[src/design/ekd_pkg.sv]
package ekd_pkg;

  localparam int unsigned ByteW = 8;
  localparam int unsigned KeyW  = 9;
  localparam int unsigned PosW  = 10;

  // configuration register indexes
  localparam logic CFG_SCREEN_ROWS = 1'b0;
  localparam logic CFG_SCREEN_COLS = 1'b1;

  localparam logic [PosW-1:0] SCREEN_ROWS_RST = PosW'(24);
  localparam logic [PosW-1:0] SCREEN_COLS_RST = PosW'(80);

  // bytes of interest
  localparam logic [ByteW-1:0] BYTE_ESC   = 8'h1b;
  localparam logic [ByteW-1:0] BYTE_CSI   = 8'h5b;  // '['
  localparam logic [ByteW-1:0] BYTE_SS3   = 8'h4f;  // 'O'
  localparam logic [ByteW-1:0] BYTE_TILDE = 8'h7e;  // '~'
  localparam logic [ByteW-1:0] BYTE_ZERO  = 8'h30;
  localparam logic [ByteW-1:0] BYTE_NINE  = 8'h39;
  localparam logic [ByteW-1:0] CTRL_MASK  = 8'h1f;
  localparam logic [ByteW-1:0] BYTE_QUIT  = 8'h71 & CTRL_MASK;

  // key codes
  localparam logic [KeyW-1:0] KEY_ESC   = KeyW'(BYTE_ESC);
  localparam logic [KeyW-1:0] KEY_QUIT  = KeyW'(BYTE_QUIT);
  localparam logic [KeyW-1:0] KEY_LEFT  = 9'd256;
  localparam logic [KeyW-1:0] KEY_RIGHT = 9'd257;
  localparam logic [KeyW-1:0] KEY_UP    = 9'd258;
  localparam logic [KeyW-1:0] KEY_DOWN  = 9'd259;
  localparam logic [KeyW-1:0] KEY_DEL   = 9'd260;
  localparam logic [KeyW-1:0] KEY_HOME  = 9'd261;
  localparam logic [KeyW-1:0] KEY_END   = 9'd262;
  localparam logic [KeyW-1:0] KEY_PGUP  = 9'd263;
  localparam logic [KeyW-1:0] KEY_PGDN  = 9'd264;

  typedef enum logic [1:0] {
    PH_IDLE,
    PH_ESC,
    PH_SEQ0,
    PH_DIGIT
  } phase_e;

  typedef enum logic [1:0] {
    KIND_OTHER,
    KIND_CSI,
    KIND_SS3
  } kind_e;

  function automatic logic [KeyW-1:0] csi_letter(input logic [ByteW-1:0] b);
    logic [KeyW-1:0] k;
    unique case (b)
      8'h41:   k = KEY_UP;     // 'A'
      8'h42:   k = KEY_DOWN;   // 'B'
      8'h43:   k = KEY_RIGHT;  // 'C'
      8'h44:   k = KEY_LEFT;   // 'D'
      8'h48:   k = KEY_HOME;   // 'H'
      8'h46:   k = KEY_END;    // 'F'
      default: k = KEY_ESC;
    endcase
    return k;
  endfunction

  function automatic logic [KeyW-1:0] csi_digit(input logic [ByteW-1:0] d);
    logic [KeyW-1:0] k;
    unique case (d)
      8'h31:   k = KEY_HOME;
      8'h33:   k = KEY_DEL;
      8'h34:   k = KEY_END;
      8'h35:   k = KEY_PGUP;
      8'h36:   k = KEY_PGDN;
      8'h37:   k = KEY_HOME;
      8'h38:   k = KEY_END;
      default: k = KEY_ESC;
    endcase
    return k;
  endfunction

  function automatic logic [KeyW-1:0] ss3_letter(input logic [ByteW-1:0] b);
    logic [KeyW-1:0] k;
    unique case (b)
      8'h48:   k = KEY_HOME;
      8'h46:   k = KEY_END;
      default: k = KEY_ESC;
    endcase
    return k;
  endfunction

endpackage

[src/design/escape_key_decoder_cursor.sv]
// Terminal key decoder: each input transfer carries one received byte or a
// timeout tick. Plain bytes come out as their own key code; ESC [ letter,
// ESC [ digit ~ and ESC O letter come out as arrow, Home, End, Delete, Page
// Up and Page Down codes (256..264), and any unknown, broken or timed-out
// sequence comes out as a plain ESC (27). ESC and the bytes inside a
// sequence give no output transfer, nor does a tick while idle. Each output
// transfer also carries the cursor after the key, which moves keep inside
// screen_rows x screen_cols unless the screen shrinks under it, and a quit
// flag for Ctrl-Q. The block takes one input transfer per clock while
// out_ready_i stays high; a byte sits in the input register, is decoded
// against the parser and cursor state and lands in the result register,
// from which the key is offered at the output.
// The input register is freed in the same cycle the result register is
// taken, so full rate holds as long as out_ready_i stays high. Write the
// screen size (index 0 rows, index 1 columns) only while no key is in flight.
module escape_key_decoder_cursor (
  input  logic                         clk_i,
  input  logic                         rst_ni,
  // configuration write port
  input  logic                         cfg_we_i,
  input  logic                         cfg_idx_i,
  input  logic [ekd_pkg::PosW-1:0]     cfg_data_i,
  // input channel
  input  logic                         in_valid_i,
  output logic                         in_ready_o,
  input  logic [ekd_pkg::ByteW-1:0]    in_byte_i,
  input  logic                         timeout_tick_i,
  // result channel
  output logic                         out_valid_o,
  input  logic                         out_ready_i,
  output logic [ekd_pkg::KeyW-1:0]     key_code_o,
  output logic [ekd_pkg::PosW-1:0]     cursor_col_o,
  output logic [ekd_pkg::PosW-1:0]     cursor_row_o,
  output logic                         quit_o
);

  // screen size registers
  logic [ekd_pkg::PosW-1:0] rows_q, cols_q;

  // input register
  logic                      in_vld_q;
  logic [ekd_pkg::ByteW-1:0] byte_q;
  logic                      tick_q;

  // parser and cursor state
  ekd_pkg::phase_e           phase_q, phase_d;
  ekd_pkg::kind_e            kind_q, kind_d;
  logic [ekd_pkg::ByteW-1:0] digit_q, digit_d;
  logic [ekd_pkg::PosW-1:0]  col_q, col_d;
  logic [ekd_pkg::PosW-1:0]  row_q, row_d;

  // result register
  logic                      out_vld_q;
  logic [ekd_pkg::KeyW-1:0]  key_q;
  logic [ekd_pkg::PosW-1:0]  ocol_q, orow_q;
  logic                      quit_q;

  logic                      has_key;   // this byte finishes a key
  logic [ekd_pkg::KeyW-1:0]  key;
  logic                      out_free;
  logic                      s1_go;     // input register is consumed
  logic                      is_digit;

  always_ff @(posedge clk_i or negedge rst_ni) begin
    if (!rst_ni) begin
      rows_q <= ekd_pkg::SCREEN_ROWS_RST;
      cols_q <= ekd_pkg::SCREEN_COLS_RST;
    end else if (cfg_we_i) begin
      if (cfg_idx_i == ekd_pkg::CFG_SCREEN_ROWS) begin
        rows_q <= cfg_data_i;
      end else begin
        cols_q <= cfg_data_i;
      end
    end
  end

  // handshake: the input register frees up when its byte is decoded, and a
  // byte that finishes a key waits until the result register has room
  assign out_free   = !out_vld_q || out_ready_i;
  assign s1_go      = in_vld_q && (!has_key || out_free);
  assign in_ready_o = !in_vld_q || s1_go;

  always_ff @(posedge clk_i or negedge rst_ni) begin
    if (!rst_ni) begin
      in_vld_q <= 1'b0;
    end else if (in_ready_o) begin
      in_vld_q <= in_valid_i;
    end
  end

  always_ff @(posedge clk_i) begin
    if (in_valid_i && in_ready_o) begin
      byte_q <= in_byte_i;
      tick_q <= timeout_tick_i;
    end
  end

  assign is_digit = (byte_q >= ekd_pkg::BYTE_ZERO) && (byte_q <= ekd_pkg::BYTE_NINE);

  // sequence parser
  always_comb begin
    phase_d = phase_q;
    kind_d  = kind_q;
    digit_d = digit_q;
    has_key = 1'b0;
    key     = ekd_pkg::KEY_ESC;
    if (tick_q) begin
      // a timeout aborts any open sequence as a bare ESC
      has_key = (phase_q != ekd_pkg::PH_IDLE);
    end else begin
      unique case (phase_q)
        ekd_pkg::PH_IDLE: begin
          if (byte_q == ekd_pkg::BYTE_ESC) begin
            phase_d = ekd_pkg::PH_ESC;
          end else begin
            has_key = 1'b1;
            key     = ekd_pkg::KeyW'(byte_q);
          end
        end
        ekd_pkg::PH_ESC: begin
          phase_d = ekd_pkg::PH_SEQ0;
          priority if (byte_q == ekd_pkg::BYTE_CSI) begin
            kind_d = ekd_pkg::KIND_CSI;
          end else if (byte_q == ekd_pkg::BYTE_SS3) begin
            kind_d = ekd_pkg::KIND_SS3;
          end else begin
            kind_d = ekd_pkg::KIND_OTHER;
          end
        end
        ekd_pkg::PH_SEQ0: begin
          if (kind_q == ekd_pkg::KIND_CSI && is_digit) begin
            phase_d = ekd_pkg::PH_DIGIT;
            digit_d = byte_q;
          end else begin
            has_key = 1'b1;
            unique case (kind_q)
              ekd_pkg::KIND_CSI: key = ekd_pkg::csi_letter(byte_q);
              ekd_pkg::KIND_SS3: key = ekd_pkg::ss3_letter(byte_q);
              default:           key = ekd_pkg::KEY_ESC;
            endcase
          end
        end
        default: begin
          has_key = 1'b1;
          key     = (byte_q == ekd_pkg::BYTE_TILDE) ? ekd_pkg::csi_digit(digit_q)
                                                    : ekd_pkg::KEY_ESC;
        end
      endcase
    end
    if (has_key) begin
      phase_d = ekd_pkg::PH_IDLE;
      kind_d  = ekd_pkg::KIND_OTHER;
      digit_d = '0;
    end
  end

  // cursor update; moves away from zero only while position + 1 < size
  logic row_can_inc, col_can_inc;
  assign row_can_inc = ({1'b0, row_q} + 11'd1) < {1'b0, rows_q};
  assign col_can_inc = ({1'b0, col_q} + 11'd1) < {1'b0, cols_q};

  always_comb begin
    col_d = col_q;
    row_d = row_q;
    unique case (key)
      ekd_pkg::KEY_UP:    if (row_q != '0) row_d = row_q - 10'd1;
      ekd_pkg::KEY_DOWN:  if (row_can_inc) row_d = row_q + 10'd1;
      ekd_pkg::KEY_LEFT:  if (col_q != '0) col_d = col_q - 10'd1;
      ekd_pkg::KEY_RIGHT: if (col_can_inc) col_d = col_q + 10'd1;
      ekd_pkg::KEY_HOME:  col_d = '0;
      ekd_pkg::KEY_END:   col_d = (cols_q != '0) ? cols_q - 10'd1 : '0;
      ekd_pkg::KEY_PGUP:  row_d = (row_q >= rows_q) ? row_q - rows_q : '0;
      // a page down moves to the last row whenever the cursor is above it
      ekd_pkg::KEY_PGDN:  if (row_can_inc) row_d = rows_q - 10'd1;
      default: ;
    endcase
  end

  always_ff @(posedge clk_i or negedge rst_ni) begin
    if (!rst_ni) begin
      phase_q <= ekd_pkg::PH_IDLE;
      kind_q  <= ekd_pkg::KIND_OTHER;
      digit_q <= '0;
      col_q   <= '0;
      row_q   <= '0;
    end else if (s1_go) begin
      phase_q <= phase_d;
      kind_q  <= kind_d;
      digit_q <= digit_d;
      if (has_key) begin
        col_q <= col_d;
        row_q <= row_d;
      end
    end
  end

  // result register
  always_ff @(posedge clk_i or negedge rst_ni) begin
    if (!rst_ni) begin
      out_vld_q <= 1'b0;
    end else if (out_free) begin
      out_vld_q <= s1_go && has_key;
    end
  end

  always_ff @(posedge clk_i) begin
    if (s1_go && has_key) begin
      key_q  <= key;
      ocol_q <= col_d;
      orow_q <= row_d;
      quit_q <= (key == ekd_pkg::KEY_QUIT);
    end
  end

  assign out_valid_o  = out_vld_q;
  assign key_code_o   = key_q;
  assign cursor_col_o = ocol_q;
  assign cursor_row_o = orow_q;
  assign quit_o       = quit_q;

`ifndef SYNTHESIS
  a_quit_only_ctrl_q : assert property (@(posedge clk_i) disable iff (!rst_ni)
    out_vld_q |-> (quit_q == (key_q == ekd_pkg::KEY_QUIT)))
    else $error("quit flag disagrees with key code");

  a_key_in_range : assert property (@(posedge clk_i) disable iff (!rst_ni)
    out_vld_q |-> (key_q <= ekd_pkg::KEY_PGDN))
    else $error("key code out of range");

  a_esc_opens_seq : assert property (@(posedge clk_i) disable iff (!rst_ni)
    (s1_go && !tick_q && phase_q == ekd_pkg::PH_IDLE && byte_q == ekd_pkg::BYTE_ESC)
    |=> (phase_q == ekd_pkg::PH_ESC))
    else $error("ESC did not open a sequence");

  a_no_key_no_result : assert property (@(posedge clk_i) disable iff (!rst_ni)
    (out_vld_q && out_ready_i && !(s1_go && has_key)) |=> !out_vld_q)
    else $error("result appeared without a finished key");

  a_key_resets_parser : assert property (@(posedge clk_i) disable iff (!rst_ni)
    (s1_go && has_key) |=> (phase_q == ekd_pkg::PH_IDLE && digit_q == '0))
    else $error("parser not back to idle after a key");
`endif

endmodule

[config.mk]
export PLATFORM = sky130hd
export DESIGN_NAME = escape_key_decoder_cursor
export DESIGN_NICKNAME = d
export VERILOG_FILES = /design/src/design/ekd_pkg.sv /design/src/design/escape_key_decoder_cursor.sv
export SDC_FILE = /design/constraint.sdc
export NUM_CORES = 1
export LEC_CHECK = 0
export ABC_CLOCK_PERIOD_IN_PS = 7470
export BUFFER_PORTS_ARGS = -buffer_cell sky130_fd_sc_hd__buf_2
export CAP_MARGIN = 15
export CORE_UTILIZATION = 46
export DETAILED_ROUTE_END_ITERATION = 8
export REMOVE_ABC_BUFFERS = 1
export SETUP_SLACK_MARGIN = 0.3
export SLEW_MARGIN = 15
export SYNTH_ARGS = -nofsm -noshare
export SYNTH_HDL_FRONTEND = slang
export SYNTH_SLANG_ARGS = --single-unit
[constraint.sdc]
create_clock -name clk_i -period 7.47 [get_ports clk_i]
set_input_delay 0.3735 -clock clk_i [delete_from_list [all_inputs] [get_ports clk_i]]
set_output_delay 0.3735 -clock clk_i [all_outputs]
set_load 0.01 [all_outputs]
==> flow_metrics.env <==
export IMPL_status="completed"
export IMPL_synth_sequential_area_ratio=0.366
export IMPL_most_common_cell_after_layout_fill_and_taps_aside="sky130_fd_sc_hd__nand2_1"
export IMPL_worstSkewPairLatency_ps=350
export IMPL_router_iterations_before_antenna_repair=8
export IMPL_worst_hold_path_type="in2async"
export IMPL_buffer_ports_inserted=56
export IMPL_critical_path_required_ps=7700
export IMPL_finish_net_count=882
export IMPL_avgViaCountPerCell=6.09
export IMPL_floorplan_initialDensity=0.473
export IMPL_critPathTopFamily="simple AND/OR/NAND/NOR gates"
export IMPL_detail_route_wl_per_cell_um=18.7
export IMPL_crit_path_max_fanout=13
export IMPL_postSynth_topFlopCell="sky130_fd_sc_hd__dfrtp_1"
export IMPL_finalSetupViolCount=0
export IMPL_grt_first_pass_wirelength_mm=31.0
export IMPL_die_x_um=124
export IMPL_post_dp_cell_area_um2=7310
export IMPL_final_hold_worst_slack_ps=155
export IMPL_cts_setup_buffers=0
export IMPL_switching_share=0.330
export IMPL_cts_num_sinks=93
export IMPL_rsz0062_at_grt="false"
export IMPL_highest_count_cells_in_the_layout_ignoring_fill_and_taps="sky130_fd_sc_hd__nand2_1, sky130_fd_sc_hd__buf_2, sky130_fd_sc_hd__nor2_1, sky130_fd_sc_hd__inv_1, sky130_fd_sc_hd__dfrtp_1"
export IMPL_ratio_of_cells_with_drive_above_1_in_the_final_layout=0.137
export IMPL_cts_hold_buffers=0
export IMPL_gp_congestion=0.938
export IMPL_highest_cell_delay_on_the_worst_timing_path_ps=710
export IMPL_postSynthCellCount=772
export IMPL_p_leak_nw=3.21
export IMPL_cts_tree="yes"
export IMPL_setup_worst_path_end_class="flop"
export IMPL_synth_warnings=0
export IMPL_final_min_period_over_clock_period=0.563
export IMPL_num_vias=6106
export IMPL_timing_final_crit_period_ps=4210
export IMPL_worst_ir_drop_vdd_uv=122
export IMPL_hpwl_after_dpl_mm=13.8
export IMPL_async_reset_ff_frac=0.581
export IMPL_antenna_diode_count=0
export IMPL_hold_violations=0
export IMPL_placement_row_count=44
export IMPL_drc=0
export IMPL_cap_viol_max_count=0
export IMPL_worstSetupStartpointType="flop"
export IMPL_die_y_um=124
export IMPL_avgSynthCellArea_um2=8.94
export IMPL_synth_lib_cells_used_distinct=82
export IMPL_syn_cell_area_um2=6900
export IMPL_maxSlewViolCount=0
export IMPL_multiInputGateArea_um2=4040
export IMPL_power_frac_seq=0.440
export IMPL_layout_cells_non_filler=1002
export IMPL_power_share_clock=0.297
export IMPL_ctsHtreeMaxLevel=3
export IMPL_postRouteAntennaNets=0
export IMPL_clock_tree_root_cell="sky130_fd_sc_hd__clkbuf_16"
export IMPL_cp_slowest_cell="sky130_fd_sc_hd__or4b_1"
export IMPL_fmaxAchievable_mhz=238
export IMPL_first_global_vias=5948
export IMPL_overflow=0
export IMPL_wl_mm=18.8
export IMPL_critical_path_arrival_ps=4440
export IMPL_fillCellCount=1361
export IMPL_worst_slew_pin_slew_ps=919
export IMPL_timing_setup_critical_path_class="reg2reg"
export IMPL_cp_num_buf_inv=1
export IMPL_finish_instance_area_um2=7590
export IMPL_combinationalPowerShare=0.262
export IMPL_cts_repair_resize_count=0
export IMPL_powerDensity_nw_per_um2=198
export IMPL_synth_edff_count=39
export IMPL_cts_buffers_inserted=9
export IMPL_post_layout_total_power_mw=1.51
export IMPL_p_int_mw=1.01
export IMPL_setup_tns_final_ps=0
export IMPL_grt_start_max_net_pins=55
export IMPL_boundaryPins=57
export IMPL_register_area_um2=2530
export IMPL_die_area_um2=15500
export IMPL_detailedRoute_firstIterationViolations=581
export IMPL_worst_setup_hold_path_clk_slew_ps=60
export IMPL_postSynthRegisterBits=93
export IMPL_timing_max_slew_rel_slack=0.385
export IMPL_global_route_usage_total=0.250
export IMPL_worstPathCellList="or4b_1 > nor4_1 > o211ai_1 > o31ai_1 > nand3_1 > o41ai_2 > buf_4 > and2_1 > mux2_1"
export IMPL_core_region_area_um2=14600
export IMPL_grt_antenna_before_repair=0
export IMPL_fin_skew_ps=7.50
export IMPL_numPlacedInstances=986
export IMPL_layout_area_overhead_vs_synth_pct=10.1
export IMPL_p_switching_mw=0.497
export IMPL_cts_root_to_sink_buffers=2
Yosys cell counts (all sizes together) (5+ instances only):
master   n  share of area
nand2   78          0.042
o21ai   58          0.042
nor2    53          0.029
inv     52          0.028
dfrtp   50           0.18
ha      43          0.078
edfxtp  39           0.17
xnor2   37          0.047
a21oi   34          0.025
nand3   33          0.025
nor3    28          0.023
clkbuf  25          0.014
and3    14          0.013
nand2b  13          0.012
nor2b   13          0.012
xor2    13          0.017
mux2    12          0.020
a211oi  11          0.013
and2     9         0.0082
a21o     8         0.0087
a221oi   8          0.010
nor4     8          0.012
o22ai    8         0.0073
or3      7         0.0063
nand4    6         0.0054
nor3b    6         0.0065
o211ai   6         0.0073
buf      5         0.0054
o21a     5         0.0054
worst register-to-register path: stages, from the launching register on:
cell,delay [ps]
sky130_fd_sc_hd__edfxtp_1,530
sky130_fd_sc_hd__or4b_1,720
sky130_fd_sc_hd__nor4_1,470
sky130_fd_sc_hd__o211ai_1,200
sky130_fd_sc_hd__o31ai_1,630
sky130_fd_sc_hd__nand3_1,360
sky130_fd_sc_hd__o41ai_2,120
sky130_fd_sc_hd__buf_4,260
sky130_fd_sc_hd__and2_1,440
sky130_fd_sc_hd__mux2_1,360
cell type report:
type                       instances  area share
clock buffer                      11      0.0306
timing repair buffer              60      0.0409
multi-input combinational        596       0.532
tap                              184      0.0303
inverter                          53      0.0262
clock inverter                     5     0.00675
sequential                        93       0.333
worst paths after layout:
check                              to  slack (ps)  depth (start not counted)    startpoint
max                          col_q[2]        3260                          9     byte_q[5]
min                          col_q[5]         150                          2        rst_ni
max reg2reg                  col_q[2]        3260                          9     byte_q[5]
min reg2reg                digit_q[6]         510                          1    digit_q[6]
max in group asynchronous   kind_q[0]        6770                          2        rst_ni
min in group clk_i          byte_q[0]         200                          1  in_byte_i[0]
registers in the layout (all words and copies together), names as in the netlist:
register,flops
kind_q,2
key_code_o,9
out_valid_o,1
row_q,10
quit_o,1
phase_q,2
cursor_row_o,10
cols_q,10
byte_q,8
tick_q,1
cursor_col_o,10
in_vld_q,1
rows_q,10
col_q,10
digit_q,8
kinds of logic after synthesis:
| logic type | share of synthesized area |
|---|---|
| buffers and inverters | 0.0479 |
| XOR/XNOR | 0.0635 |
| adder cells (fa/ha/maj) | 0.0809 |
| AO/OA/AOI/OAI | 0.191 |
| AND/OR/NAND/NOR | 0.225 |
| multiplexers | 0.0254 |
| flip-flops | 0.366 |
per-stage QoR:
stage                util  worst slack (ps)
finish              0.521              3260
global route        0.521              3010
CTS                 0.520              3360
detailed placement  0.501              3380
global placement    0.501              3280
floorplan               -              3550
metal layers:
layer | GRT usage | share of wire
met1 | 0.355 | 0.46
met5 | 0 | 0
met2 | 0.385 | 0.45
met4 | 0.105 | 0.027
met3 | 0.0301 | 0.057
power by group through the flow:
stage	clock network [mW]	logic, mW	registers [mW]
final	0.448	0.395	0.664
after global routing	0.478	0.441	0.673
after CTS	0.463	0.394	0.664
after detailed placement	0	0.391	0.672
after global placement	0	0.386	0.669
after floorplan	0	0.260	0.668
Power figures use the tool's default switching activity.
